<file path="src/bmc_pkg.sv">
// ----------------------------------------------------------------------------
// bmc_pkg: shared types and constants of the bracket match checker
// Bracket kind codes, character decoding and the illegal closer scores.
// ----------------------------------------------------------------------------
package bmc_pkg;

    typedef logic [1:0] kind_t;

    localparam kind_t KIND_PAREN  = 2'd0;
    localparam kind_t KIND_SQUARE = 2'd1;
    localparam kind_t KIND_CURLY  = 2'd2;
    localparam kind_t KIND_ANGLE  = 2'd3;

    localparam logic [7:0] CHAR_OPEN_PAREN   = 8'h28;
    localparam logic [7:0] CHAR_CLOSE_PAREN  = 8'h29;
    localparam logic [7:0] CHAR_OPEN_SQUARE  = 8'h5B;
    localparam logic [7:0] CHAR_CLOSE_SQUARE = 8'h5D;
    localparam logic [7:0] CHAR_OPEN_CURLY   = 8'h7B;
    localparam logic [7:0] CHAR_CLOSE_CURLY  = 8'h7D;
    localparam logic [7:0] CHAR_OPEN_ANGLE   = 8'h3C;
    localparam logic [7:0] CHAR_CLOSE_ANGLE  = 8'h3E;

    localparam int ERR_SCORE_W = 15;
    localparam int SCORE_W     = 64;
    localparam int COUNT_W     = 7;

    localparam logic [ERR_SCORE_W-1:0] SCORE_PAREN  = 15'd3;
    localparam logic [ERR_SCORE_W-1:0] SCORE_SQUARE = 15'd57;
    localparam logic [ERR_SCORE_W-1:0] SCORE_CURLY  = 15'd1197;
    localparam logic [ERR_SCORE_W-1:0] SCORE_ANGLE  = 15'd25137;

    typedef struct packed {
        logic  hit;
        kind_t kind;
    } kind_hit_t;

    typedef struct packed {
        logic  push;
        logic  pop;
        kind_t kind;
    } stack_op_t;

    function automatic kind_hit_t opener_decode(logic [7:0] c);
        kind_hit_t r;
        r = '0;
        case (c)
            CHAR_OPEN_PAREN:  r = '{hit: 1'b1, kind: KIND_PAREN};
            CHAR_OPEN_SQUARE: r = '{hit: 1'b1, kind: KIND_SQUARE};
            CHAR_OPEN_CURLY:  r = '{hit: 1'b1, kind: KIND_CURLY};
            CHAR_OPEN_ANGLE:  r = '{hit: 1'b1, kind: KIND_ANGLE};
            default:          r = '0;
        endcase
        return r;
    endfunction

    function automatic kind_hit_t closer_decode(logic [7:0] c);
        kind_hit_t r;
        r = '0;
        case (c)
            CHAR_CLOSE_PAREN:  r = '{hit: 1'b1, kind: KIND_PAREN};
            CHAR_CLOSE_SQUARE: r = '{hit: 1'b1, kind: KIND_SQUARE};
            CHAR_CLOSE_CURLY:  r = '{hit: 1'b1, kind: KIND_CURLY};
            CHAR_CLOSE_ANGLE:  r = '{hit: 1'b1, kind: KIND_ANGLE};
            default:           r = '0;
        endcase
        return r;
    endfunction

    function automatic logic [ERR_SCORE_W-1:0] illegal_score(kind_t k);
        logic [ERR_SCORE_W-1:0] s;
        s = '0;
        case (k)
            KIND_PAREN:  s = SCORE_PAREN;
            KIND_SQUARE: s = SCORE_SQUARE;
            KIND_CURLY:  s = SCORE_CURLY;
            KIND_ANGLE:  s = SCORE_ANGLE;
            default:     s = '0;
        endcase
        return s;
    endfunction

endpackage

</file>
<file path="src/bmc_cell.sv">
// ----------------------------------------------------------------------------
// bmc_cell: one entry of the opener stack
// Takes the entry above it on a push, the entry below it on a pop.
// ----------------------------------------------------------------------------
module bmc_cell
    import bmc_pkg::*;
(
    input  logic      clk,
    input  stack_op_t op,
    input  kind_t     upper,
    input  kind_t     lower,
    output kind_t     kind
);

    kind_t kind_reg;
    kind_t kind_next;

    always_comb
    begin
        kind_next = kind_reg;
        if (op.push)
        begin
            kind_next = upper;
        end
        else if (op.pop)
        begin
            kind_next = lower;
        end
    end

    always_ff @(posedge clk)
    begin
        kind_reg <= kind_next;
    end

    assign kind = kind_reg;

endmodule

</file>
<file path="src/bmc_stack.sv">
// ----------------------------------------------------------------------------
// bmc_stack: opener stack as a chain of cells
// Cell zero holds the top; pushes shift the chain down, pops shift it up.
// ----------------------------------------------------------------------------
module bmc_stack
    import bmc_pkg::*;
#(
    parameter int STACK_DEPTH = 64
)
(
    input  logic      clk,
    input  stack_op_t op,
    output kind_t     top
);

    kind_t cell_kind [STACK_DEPTH];

    for (genvar i = 0; i < STACK_DEPTH; i++)
    begin : g_cell
        kind_t upper;
        kind_t lower;

        if (i == 0)
        begin : g_top
            assign upper = op.kind;
        end
        else
        begin : g_mid_up
            assign upper = cell_kind[i-1];
        end

        if (i == STACK_DEPTH - 1)
        begin : g_bottom
            assign lower = cell_kind[i];
        end
        else
        begin : g_mid_down
            assign lower = cell_kind[i+1];
        end

        bmc_cell u_cell
        (
            .clk   (clk),
            .op    (op),
            .upper (upper),
            .lower (lower),
            .kind  (cell_kind[i])
        );
    end

    assign top = cell_kind[0];

endmodule

</file>
<file path="config.mk">
export PLATFORM = sky130hd
export DESIGN_NAME = bmc_stack
export DESIGN_NICKNAME = d
export VERILOG_FILES = /design/src/bmc_pkg.sv /design/src/bmc_cell.sv /design/src/bmc_stack.sv
export SDC_FILE = /design/constraint.sdc
export NUM_CORES = 1
export LEC_CHECK = 0
export ABC_AREA = 1
export BUFFER_PORTS_ARGS = -buffer_cell sky130_fd_sc_hd__buf_2
export CORE_MARGIN = 2
export CORE_UTILIZATION = 64
export CTS_BUF_LIST = sky130_fd_sc_hd__clkbuf_8
export DETAILED_ROUTE_END_ITERATION = 10
export GPL_TIMING_DRIVEN = 1
export PLACE_DENSITY = 0.78
export SLEW_MARGIN = 20
export SYNTH_ARGS = -nofsm -noshare
export SYNTH_HDL_FRONTEND = slang
export SYNTH_SLANG_ARGS = --single-unit
</file>
<file path="constraint.sdc">
create_clock -name clk -period 5.8 [get_ports clk]
set_clock_uncertainty 0.05 [all_clocks]
set_input_delay 1.16 -clock clk [delete_from_list [all_inputs] [get_ports clk]]
set_output_delay 1.16 -clock clk [all_outputs]
set_load 0.01 [all_outputs]
</file>
==> key figures, run 1 <==
Outcome
  • Status: finished clean

STA
  • Post-route setup TNS: 0 ns
  • Fin crit share: between 50% and 60%
  • Final setup vio count: 0
  • Final worst slack: 2.54 ns
  • Peak Freq: slightly above 300 MHz
  • Worst hold slack: 0.420 ns
  • RSZ-0062 raised after global routing: false
  • Max-slew violations: 0
  • Slew Limit Headroom: roughly 34%
  • Min Tclk post-route: ~3.3 ns
  • Slew at the pin with the worst max-slew slack: between 0.9 and 1 ns
  • Endpoints failing hold: 0

Place
  • Post-DP Area: approximately 0.0055 mm^2
  • Placed instance count: a little over 600
  • Final RePlAce weighted congestion: roughly 0.7
  • Pre-CTS worst setup slack: 2.11 ns
  • Placed wire-length estimate: between 4000 and 5000 um
  • PortBufs: 6

Floorplan
  • FP Rows: 33
  • Die height: slightly below 100 um
  • Starting density of the core: 66.0%
  • Core area: just over 0.008 mm^2
  • Die W: approximately 96 um
  • Die Area: between 0.009 and 0.01 mm^2
  • Top-Level Pins: 7

GRT
  • GRT Resource Usage Total: about a fifth
  • Number of global-route vias before repair: approximately 3,200
  • Largest net degree at the start of global routing: between 80 and 90
  • First-pass GRT wire length: between 10,000 and 15,000 um
  • Initial antenna violation count: 0
  • Grt ovf: 0

Drt
  • Post-route ant nets: 0
  • DR vias: about 3,400
  • Post-Route WL: between 8000 and 9000 um
  • WL per Instance: roughly 13 um
  • Vias per cell: just over 5
  • Residual DRC: 0
  • DRT iter0 DRCs: approximately 270
  • Uppermost routed layer: met4
  • DR WL met2: between 3000 and 4000 um
  • DRT Pass-1 Iters: 5
  • M1 WL: between 4000 and 5000 um
  • Metal3 WL: 408 um

Power
  • Clock power frac: 33.3%
  • Leakage Power: 2.69 nW
  • Power Density: ~360 mW/mm^2
  • Sw Share: 24.3%
  • Worst ir drop on vdd: 0.177 mV
  • Sequential share of power: roughly 59%
  • Gate power share: about 8.1%
  • Total Power: ~2.1 mW
  • Sw Pwr: roughly 0.52 mW
  • Int Pwr: ~1.6 mW

Critical path
  • Crit end category: register
  • Largest stage delay, worst path: between 0.9 and 1 ns
  • Setup CP Type: input port to register
  • Maximum fanout along the worst path: 80
  • Critical path's slowest cell: clkinv_2
  • Worst endpoint required time: between 5 and 6 ns
  • CP arrival: 3.40 ns
  • Setup crit start kind: input port
  • CP cell instances: buf_4 -> clkinv_2 -> buf_4 -> nand2_1 -> nand2_1

Clocking
  • Worst-Skew Late Latency: about 0.43 ns
  • CTS sink cnt: ~130
  • CTS Root Cell: clkbuf_8
  • H-tree levels: 4
  • Resize count post-CTS: 0
  • TritonCTS Buffers: 17
  • Setup bufs post-CTS: 0
  • Max Root-Sink Buffers: 2
  • CTS tree: done
  • Clk slew on worst S/H paths: ~0.080 ns
  • Hold-fix buffers at CTS: 0

Synth
  • Sequential cell area fraction in the yosys report: slightly above 70%
  • Yosys reg bits: 128
  • Mapped Area: ~0.0054 mm^2
  • Synthesized instance count: 535
  • Cell variety after synth: 8
  • Syn_area_per_cell: between 10 and 15 um^2
  • Yosys warns: 0
  • Syn_nets: 540

Layout
  • Max reg flops: 128
  • Commonest non-fill, non-tap cell in the layout: nand2_1
  • Post-route cell area: 0.00585 mm^2
  • Layout cells sized above 1: under 10%
  • Commonest cells after routing, fill and taps aside: 378 x nand2_1, 128 x edfxtp_1, 17 x clkbuf_8, 8 x clkinv_2, 5 x buf_2
  • Post-Route Utilization: about 71%
  • Fin nets: around 540
  • # diodes: 0
  • Area Growth Syn to Fin: 7.85%
  • Non-Filler Instances: roughly 660

Hold path
  • Hold Crit Class: register to register

Job
  • Max Cap Viol: 0
==> area by class of cell <==
| cell class | count | area (um^2) |
|---|---|---|
| Multi-Input combinational cell | 379 | 1430 |
| Timing Repair Buffer | 10 | 75.1 |
| Clock inverter | 15 | 130 |
| Inverter | 1 | 5.00 |
| Sequential cell | 128 | 3840 |
| Tap cell | 105 | 131 |
| Clock buffer | 17 | 234 |
| Fill cell | 540 | 2370 |
==> cells by family after synthesis <==
logic type | count (synthesis) | share of synthesized area (%)
buffers and inverters | 28 | 2.82
AND/OR/NAND/NOR | 379 | 26.3
flip-flops | 128 | 70.9
==> worst max-delay path: cells and delay by family <==
kind / cells / cell delay (ns)
simple gates: 2 / 0.22
buf+inv: 3 / 1.94
==> power by group through the flow <==
stage          clock [mW]  sequential, mW  combinational [mW]
6_report            0.709            1.25               0.173
2_1_floorplan           0            1.25               0.139
3_3_place_gp            0            1.26               0.161
3_5_place_dp            0            1.27               0.173
5_1_grt             0.761            1.27               0.201
4_1_cts             0.722            1.25               0.173
==> synthesized netlist by cell type <==
library cell    n  area share (%)
buf_2          11             1.0
buf_4           7            0.97
buf_6           1            0.21
clkbuf_1        8            0.55
edfxtp_1      128              71
inv_2           1           0.069
nand2_1       378              26
or2_2           1            0.12
==> path summary, 6_finish.rpt <==
check / slack (ns) / startpoint / end / cells past startpoint
max: 2.54 / op[3] / g_cell[56].u_cell.kind[0] / 5
min: 0.42 / g_cell[62].u_cell.kind[0] / g_cell[63].u_cell.kind[0] / 0
max reg2reg: 4.89 / g_cell[57].u_cell.kind[0] / g_cell[56].u_cell.kind[0] / 2
min reg2reg: 0.42 / g_cell[62].u_cell.kind[0] / g_cell[63].u_cell.kind[0] / 0
==> layer usage <==
metal / up-vias / track usage, %
met3: 13 / 6.19
met2: 85 / 31.6
met4: 0 / 9.17
met1: 1582 / 27.3
met5: - / 0
li1: 1723 / -
No activity file was read; power rests on OpenSTA's default activity.
==> inputs of run 2 (changes only) <==
--- a/config.mk
+++ b/config.mk
@@ -8,11 +8,11 @@
 export ABC_AREA = 1
 export BUFFER_PORTS_ARGS = -buffer_cell sky130_fd_sc_hd__buf_2
 export CORE_MARGIN = 2
-export CORE_UTILIZATION = 64
+export CORE_UTILIZATION = 59
 export CTS_BUF_LIST = sky130_fd_sc_hd__clkbuf_8
 export DETAILED_ROUTE_END_ITERATION = 10
 export GPL_TIMING_DRIVEN = 1
-export PLACE_DENSITY = 0.78
+export PLACE_DENSITY = 0.75
 export SLEW_MARGIN = 20
 export SYNTH_ARGS = -nofsm -noshare
 export SYNTH_HDL_FRONTEND = slang
==> constraint.sdc (replaced) <==
create_clock -name clk -period 2.79 [get_ports clk]
set_clock_uncertainty 0.05 [all_clocks]
set_input_delay 0.558 -clock clk [delete_from_list [all_inputs] [get_ports clk]]
set_output_delay 0.558 -clock clk [all_outputs]
set_load 0.01 [all_outputs]
==> run 2 against run 1 <==
Compared with the run above: register-to-register slack got worse by 3.0 ns; via count increased by 1.4%; non-clock buffer count increased by 1; hold slack got worse by 0.051 ns; die area increased by 8.1%; clock power increased by 110%; routed wire length increased by 2.5%; largest power group unchanged; highest routed layer unchanged.
==> key figures, run 2 (same netlist as run 1, synthesis figures left out) <==
Place
  • Placed instance count: 627 (+0.80%)
  • Final RePlAce weighted congestion: 0.736 (+3.9%)
  • Placed wire-length estimate: 4950 um (+6.6%)
  • Post-DP Area: 0.00553 mm^2 (+1.3%)
  • PortBufs: 6 (unchanged)
  • Pre-CTS worst setup slack: 0.753 ns (-1.35 ns)

Critical path
  • Worst endpoint required time: 2.91 ns (-3.03 ns)
  • Setup crit start kind: input port
  • Maximum fanout along the worst path: 103 (+29%)
  • CP arrival: 1.77 ns (-1.63 ns)
  • Crit end category: register
  • Setup CP Type: input port to register

Power
  • Sequential share of power: 58.1% (-0.5 points)
  • Leakage Power: 2.72 nW (+0.95%)
  • Gate power share: 8.2% (about the same)
  • Sw Pwr: 1.04 mW (+100%)
  • Worst ir drop on vdd: 0.333 mV (+88%)
  • Int Pwr: 3.44 mW (+110%)
  • Clock power frac: 33.7% (+0.4 points)
  • Power Density: 759 mW/mm^2 (+110%)
  • Sw Share: 23.2% (-1.1 points)

Floorplan
  • Die height: 99.9 um (+4.0%)
  • Starting density of the core: 61.6% (-4.4 points)
  • Core area: 0.00881 mm^2 (+7.2%)
  • Die W: 99.9 um (+4.0%)
  • FP Rows: 34 (+3.0%)
  • Die Area: 0.00997 mm^2 (+8.1%)
  • Top-Level Pins: 7 (unchanged)

STA
  • Fin crit share: about three fifths
  • Slew at the pin with the worst max-slew slack: 0.446 ns (-0.537 ns)
  • Max-slew violations: 0 (unchanged)
  • Worst hold slack: 0.369 ns (-0.0514 ns)
  • Post-route setup TNS: 0 ns (unchanged)
  • Final worst slack: 1.15 ns (-1.39 ns)
  • RSZ-0062 raised after global routing: false
  • Final setup vio count: 0 (unchanged)
  • Slew Limit Headroom: 70.3% (+36 points)
  • Endpoints failing hold: 0 (unchanged)
  • Peak Freq: between 600 and 700 MHz
  • Min Tclk post-route: about 1.6 ns

Layout
  • Post-route cell area: 0.00590 mm^2 (+0.88%)
  • Non-Filler Instances: 657 (+0.31%)
  • Commonest cells after routing, fill and taps aside: 378 x nand2_1, 128 x edfxtp_1, 17 x clkbuf_8, 5 x clkinv_2, 5 x buf_2
  • FILL cells: 666 (+23%)
  • Multi-input gate area in the final layout: 0.00143 mm^2 (unchanged)
  • Area Growth Syn to Fin: 8.79%
  • # diodes: 0 (unchanged)
  • Reg area: 0.00384 mm^2 (unchanged)
  • Layout cells sized above 1: 6.74% (-0.72 points)
  • Commonest non-fill, non-tap cell in the layout: nand2_1
  • Fin nets: 543 (+0.18%)
  • Max reg flops: 128 (unchanged)

GRT
  • Number of global-route vias before repair: 3,278 (+2.7%)
  • Initial antenna violation count: 0 (unchanged)
  • Largest net degree at the start of global routing: 107 (+30%)
  • First-pass GRT wire length: 14,600 um (+2.8%)
  • GRT Resource Usage Total: 18.8% (-1.8 points)
  • Grt ovf: 0 (unchanged)

Clocking
  • CTS sink cnt: 128 (unchanged)
  • Setup bufs post-CTS: 0 (unchanged)
  • Clk slew on worst S/H paths: 0.07 ns (about the same)
  • H-tree levels: 4 (unchanged)
  • CTS tree: done
  • Max Root-Sink Buffers: 2 (unchanged)
  • Worst-Skew Late Latency: 0.42 ns (about the same)
  • TritonCTS Buffers: 17 (unchanged)
  • CTS Root Cell: clkbuf_8
  • Hold-fix buffers at CTS: 0 (unchanged)
  • Resize count post-CTS: 0 (unchanged)

Drt
  • Residual DRC: 0 (unchanged)
  • Post-Route WL: 8740 um (+2.5%)
  • Vias per cell: 5.25 (+1.1%)
  • WL per Instance: 13.3 um (+2.2%)
  • Post-route ant nets: 0 (unchanged)
  • DRT Pass-1 Iters: 5 (unchanged)
  • DRT iter0 DRCs: 267 (+0.38%)
  • DR vias: 3,451 (+1.4%)

Job
  • Max Cap Viol: 0 (unchanged)

Outcome
  • Status: finished clean

Hold path
  • Hold Crit Class: input port to register
## run 2: changes by cell type in the layout (fill, tap and decap cells not counted), sizes merged
cell	delta
clkinv	-2
clkinvlp	-2
buf	+1
bufinv	+1
inv	+1
## run 2: critical path, stage by stage
cell      delay (ns)
buf_4           0.26
clkinv_2        0.34
buf_12          0.31
nand2_1         0.15
nand2_1         0.06
## run 2: routing by layer
metal / track usage [%] / part of all wire (%)
met4: 6.43 / 1.1
met3: 5.99 / 4.4
met5: 0 / 0
met2: 29.1 / 46
met1: 25.6 / 48
## run 2: worst paths after layout
check,start,end,slack [ns],cells after the start
worst min register to register,g_cell[62].u_cell.kind[0],g_cell[63].u_cell.kind[0],0.44,0
worst max-delay path,op[3],g_cell[9].u_cell.kind[1],1.15,5
worst min-delay path,op[0],g_cell[0].u_cell.kind[0],0.37,3
worst max register to register,g_cell[16].u_cell.kind[1],g_cell[15].u_cell.kind[1],1.90,2
## run 2: power groups by stage
stage / registers (mW) / logic, mW / clock network [mW]
2_1_floorplan: 2.59 / 0.290 / 0
3_3_place_gp: 2.63 / 0.348 / 0
3_5_place_dp: 2.64 / 0.369 / 0
4_1_cts: 2.60 / 0.372 / 1.53
5_1_grt: 2.64 / 0.428 / 1.62
6_report: 2.60 / 0.368 / 1.51
## run 2: through the flow
| stage | power (mW) | utilization [%] |
|---|---|---|
| 3_3_place_gp | 2.98 | 62.8 |
| 6_report | 4.48 | 67.0 |
| 2_1_floorplan | 2.89 | - |
| 4_1_cts | 4.51 | 67.0 |
| 3_5_place_dp | 3.01 | 62.8 |
| 5_1_grt | 4.68 | 67.0 |
## run 2: final cells by class
| class | instances | share of cell area [%] |
|---|---|---|
| Clock buffer | 17 | 3.97 |
| Clock inverter | 13 | 2.25 |
| Inverter | 1 | 0.0849 |
| Multi-Input combinational cell | 379 | 24.2 |
| Sequential cell | 128 | 65.2 |
| Tap cell | 108 | 2.29 |
| Timing Repair Buffer | 11 | 2.04 |
==> inputs of run 3 (changes only) <==
==> constraint.sdc (replaced) <==
create_clock -name clk -period 1.4 [get_ports clk]
set_clock_uncertainty 0.05 [all_clocks]
set_input_delay 0.28 -clock clk [delete_from_list [all_inputs] [get_ports clk]]
set_output_delay 0.28 -clock clk [all_outputs]
set_load 0.01 [all_outputs]
==> run 3 against run 2 <==
Compared with the run above: non-clock buffer count rose by 2; first-iteration DRC count fell by 32%; register-to-register slack got worse by 1.4 ns; core utilization rose by 0.98 points; cell count rose by 0.61%; critical path depth fell by 4; routed wire length fell by 4.3%; sequential power rose by 99%; clock power rose by 120%; combinational power rose by 99%; critical endpoint is now top[1]; largest cell class unchanged.
==> key figures, run 3 (same netlist as run 1, synthesis figures left out) <==
Outcome
  • Status: finished clean

STA
  • Final worst slack: 0.112 ns (-1.03 ns)
  • Peak Freq: between 700 and 800 MHz
  • Min Tclk post-route: ~1.3 ns
  • Slew Limit Headroom: 67.6% (-2.6 points)
  • Slew at the pin with the worst max-slew slack: 0.486 ns (+0.0394 ns)
  • Max-slew violations: 0 (unchanged)
  • RSZ-0062 raised after global routing: false
  • Fin crit share: between 90% and 100%
  • Endpoints failing hold: 0 (unchanged)
  • Final setup vio count: 0 (unchanged)

Layout
  • FILL cells: 653 (-2.0%)
  • Commonest cells after routing, fill and taps aside: 378 x nand2_1, 128 x edfxtp_1, 17 x clkbuf_8, 5 x buf_2, 5 x buf_12
  • # diodes: 0 (unchanged)
  • Layout cells sized above 1: 7.96% (+1.2 points)
  • Max reg flops: 128 (unchanged)
  • Non-Filler Instances: 661 (+0.61%)
  • Commonest non-fill, non-tap cell in the layout: nand2_1
  • Fin nets: 545 (+0.37%)
  • Area Growth Syn to Fin: 10.4%

Power
  • Clock power frac: 36.4% (+2.7 points)
  • Sw Share: 23.6% (+0.36 points)
  • Power Density: 1550 mW/mm^2 (+100%)
  • Gate power share: 7.9% (-0.3 points)
  • Sequential share of power: 55.7% (-2.4 points)
  • Leakage Power: 2.74 nW (+0.81%)
  • Worst ir drop on vdd: 0.780 mV (+130%)
  • Sw Pwr: 2.19 mW (+110%)
  • Int Pwr: 7.10 mW (+110%)

Clocking
  • Setup bufs post-CTS: 0 (unchanged)
  • Max Root-Sink Buffers: 2 (unchanged)
  • CTS sink cnt: 128 (unchanged)
  • H-tree levels: 4 (unchanged)
  • Resize count post-CTS: 0 (unchanged)
  • CTS Root Cell: clkbuf_8
  • Hold-fix buffers at CTS: 0 (unchanged)
  • CTS tree: done
  • TritonCTS Buffers: 17 (unchanged)
  • Worst-Skew Late Latency: 0.43 ns (about the same)
  • Clk slew on worst S/H paths: 0.08 ns (about the same)

Floorplan
  • Starting density of the core: 61.6% (unchanged)
  • Core area: 0.00881 mm^2 (unchanged)
  • FP Rows: 34 (unchanged)
  • Die W: 99.9 um (unchanged)
  • Die height: 99.9 um (unchanged)
  • Top-Level Pins: 7 (unchanged)
  • Die Area: 0.00997 mm^2 (unchanged)

Place
  • PortBufs: 6 (unchanged)
  • Placed wire-length estimate: 4590 um (-7.1%)
  • Pre-CTS worst setup slack: 0.0940 ns (-0.659 ns)
  • Final RePlAce weighted congestion: 0.710 (-3.5%)
  • Placed instance count: 629 (+0.32%)

Hold path
  • Hold Crit Class: input port to register

Critical path
  • CP arrival: 0.96 ns (-0.81 ns)
  • Buf/Inv on CP: 1 (-2)
  • Worst endpoint required time: 1.07 ns (-1.84 ns)
  • Setup CP Type: register to output pin
  • Crit end category: output pin
  • Largest stage delay, worst path: 0.38 ns (+0.04 ns)
  • CP cell instances: buf_2
  • Setup crit start kind: register
  • Maximum fanout along the worst path: 2 (-98%)
  • Critical path's slowest cell: edfxtp_1
  • Crit-path leading delay family: flip-flops

Drt
  • Post-route ant nets: 0 (unchanged)
  • DR vias: 3,439 (-0.35%)
  • Post-Route WL: 8370 um (-4.3%)
  • DRT Pass-1 Iters: 4 (-1)
  • Vias per cell: 5.20 (-0.95%)
  • WL per Instance: 12.7 um (-4.9%)
  • Residual DRC: 0 (unchanged)
  • DRT iter0 DRCs: 181 (-32%)

Job
  • Max Cap Viol: 0 (unchanged)

GRT
  • GRT Resource Usage Total: 18.2% (-0.59 points)
  • Grt ovf: 0 (unchanged)
  • Initial antenna violation count: 0 (unchanged)
  • Number of global-route vias before repair: 3,312 (+1.0%)
  • First-pass GRT wire length: 14,400 um (-2.0%)
  • Largest net degree at the start of global routing: 76 (-29%)
## run 3: changes by cell type in the layout (fill, tap and decap cells not counted), moves of 2 or more
cell,before,now
clkinvlp_4,0,2
clkinv_2,5,3
inv_6,0,2
inv_1,4,1
clkinv_4,0,2
## run 3: path summary, 6_finish.rpt
kind | from | to | slack (ns) | cells after the start
max | g_cell[0].u_cell.kind[1] | top[1] | 0.11 | 1
min | op[1] | g_cell[0].u_cell.kind[1] | 0.08 | 3
max reg2reg | g_cell[17].u_cell.kind[0] | g_cell[18].u_cell.kind[0] | 0.52 | 2
min reg2reg | g_cell[62].u_cell.kind[1] | g_cell[63].u_cell.kind[1] | 0.40 | 0
## run 3: power groups by stage
| stage | logic, mW | registers, mW | clock network [mW] |
|---|---|---|---|
| 2_1_floorplan | 0.581 | 5.17 | 0 |
| 3_3_place_gp | 0.699 | 5.23 | 0 |
| 3_5_place_dp | 0.741 | 5.24 | 0 |
| 4_1_cts | 0.743 | 5.17 | 3.45 |
| 5_1_grt | 0.857 | 5.24 | 3.60 |
| 6_report | 0.734 | 5.17 | 3.38 |
## run 3: area by class of cell
type                       instances  area, um^2  area share [%]
multi-input combinational        379        1430            23.9
clock buffer                      17         234            3.91
timing repair buffer              13         148            2.47
sequential                       128        3840            64.2
inverter                           1        5.00          0.0836
tap                              108         135            2.26
clock inverter                    15         191            3.20
## run 3: per-layer routing
| layer | share of wire [%] | vias to the layer above | GRT usage, % |
|---|---|---|---|
| met3 | 5.2 | 11 | 5.29 |
| met5 | 0 | - | 0 |
| met1 | 46 | 1612 | 23.7 |
| met2 | 47 | 88 | 29.0 |
| met4 | 1.6 | 0 | 7.59 |
| li1 | - | 1728 | - |
## run 3: metrics by stage
stage          util, %  power [mW]  hold slack (ns)  setup TNS, ns  cell area (um^2)
2_1_floorplan        -        5.75            0.342         -63.45              5430
3_3_place_gp      63.1        5.93            0.384              0              5560
3_5_place_dp      63.1        5.98            0.386              0              5560
4_1_cts           68.0        9.37           0.0629              0              5980
5_1_grt           68.0        9.69           0.0767              0              5980
6_report          68.0        9.29           0.0787              0              5980
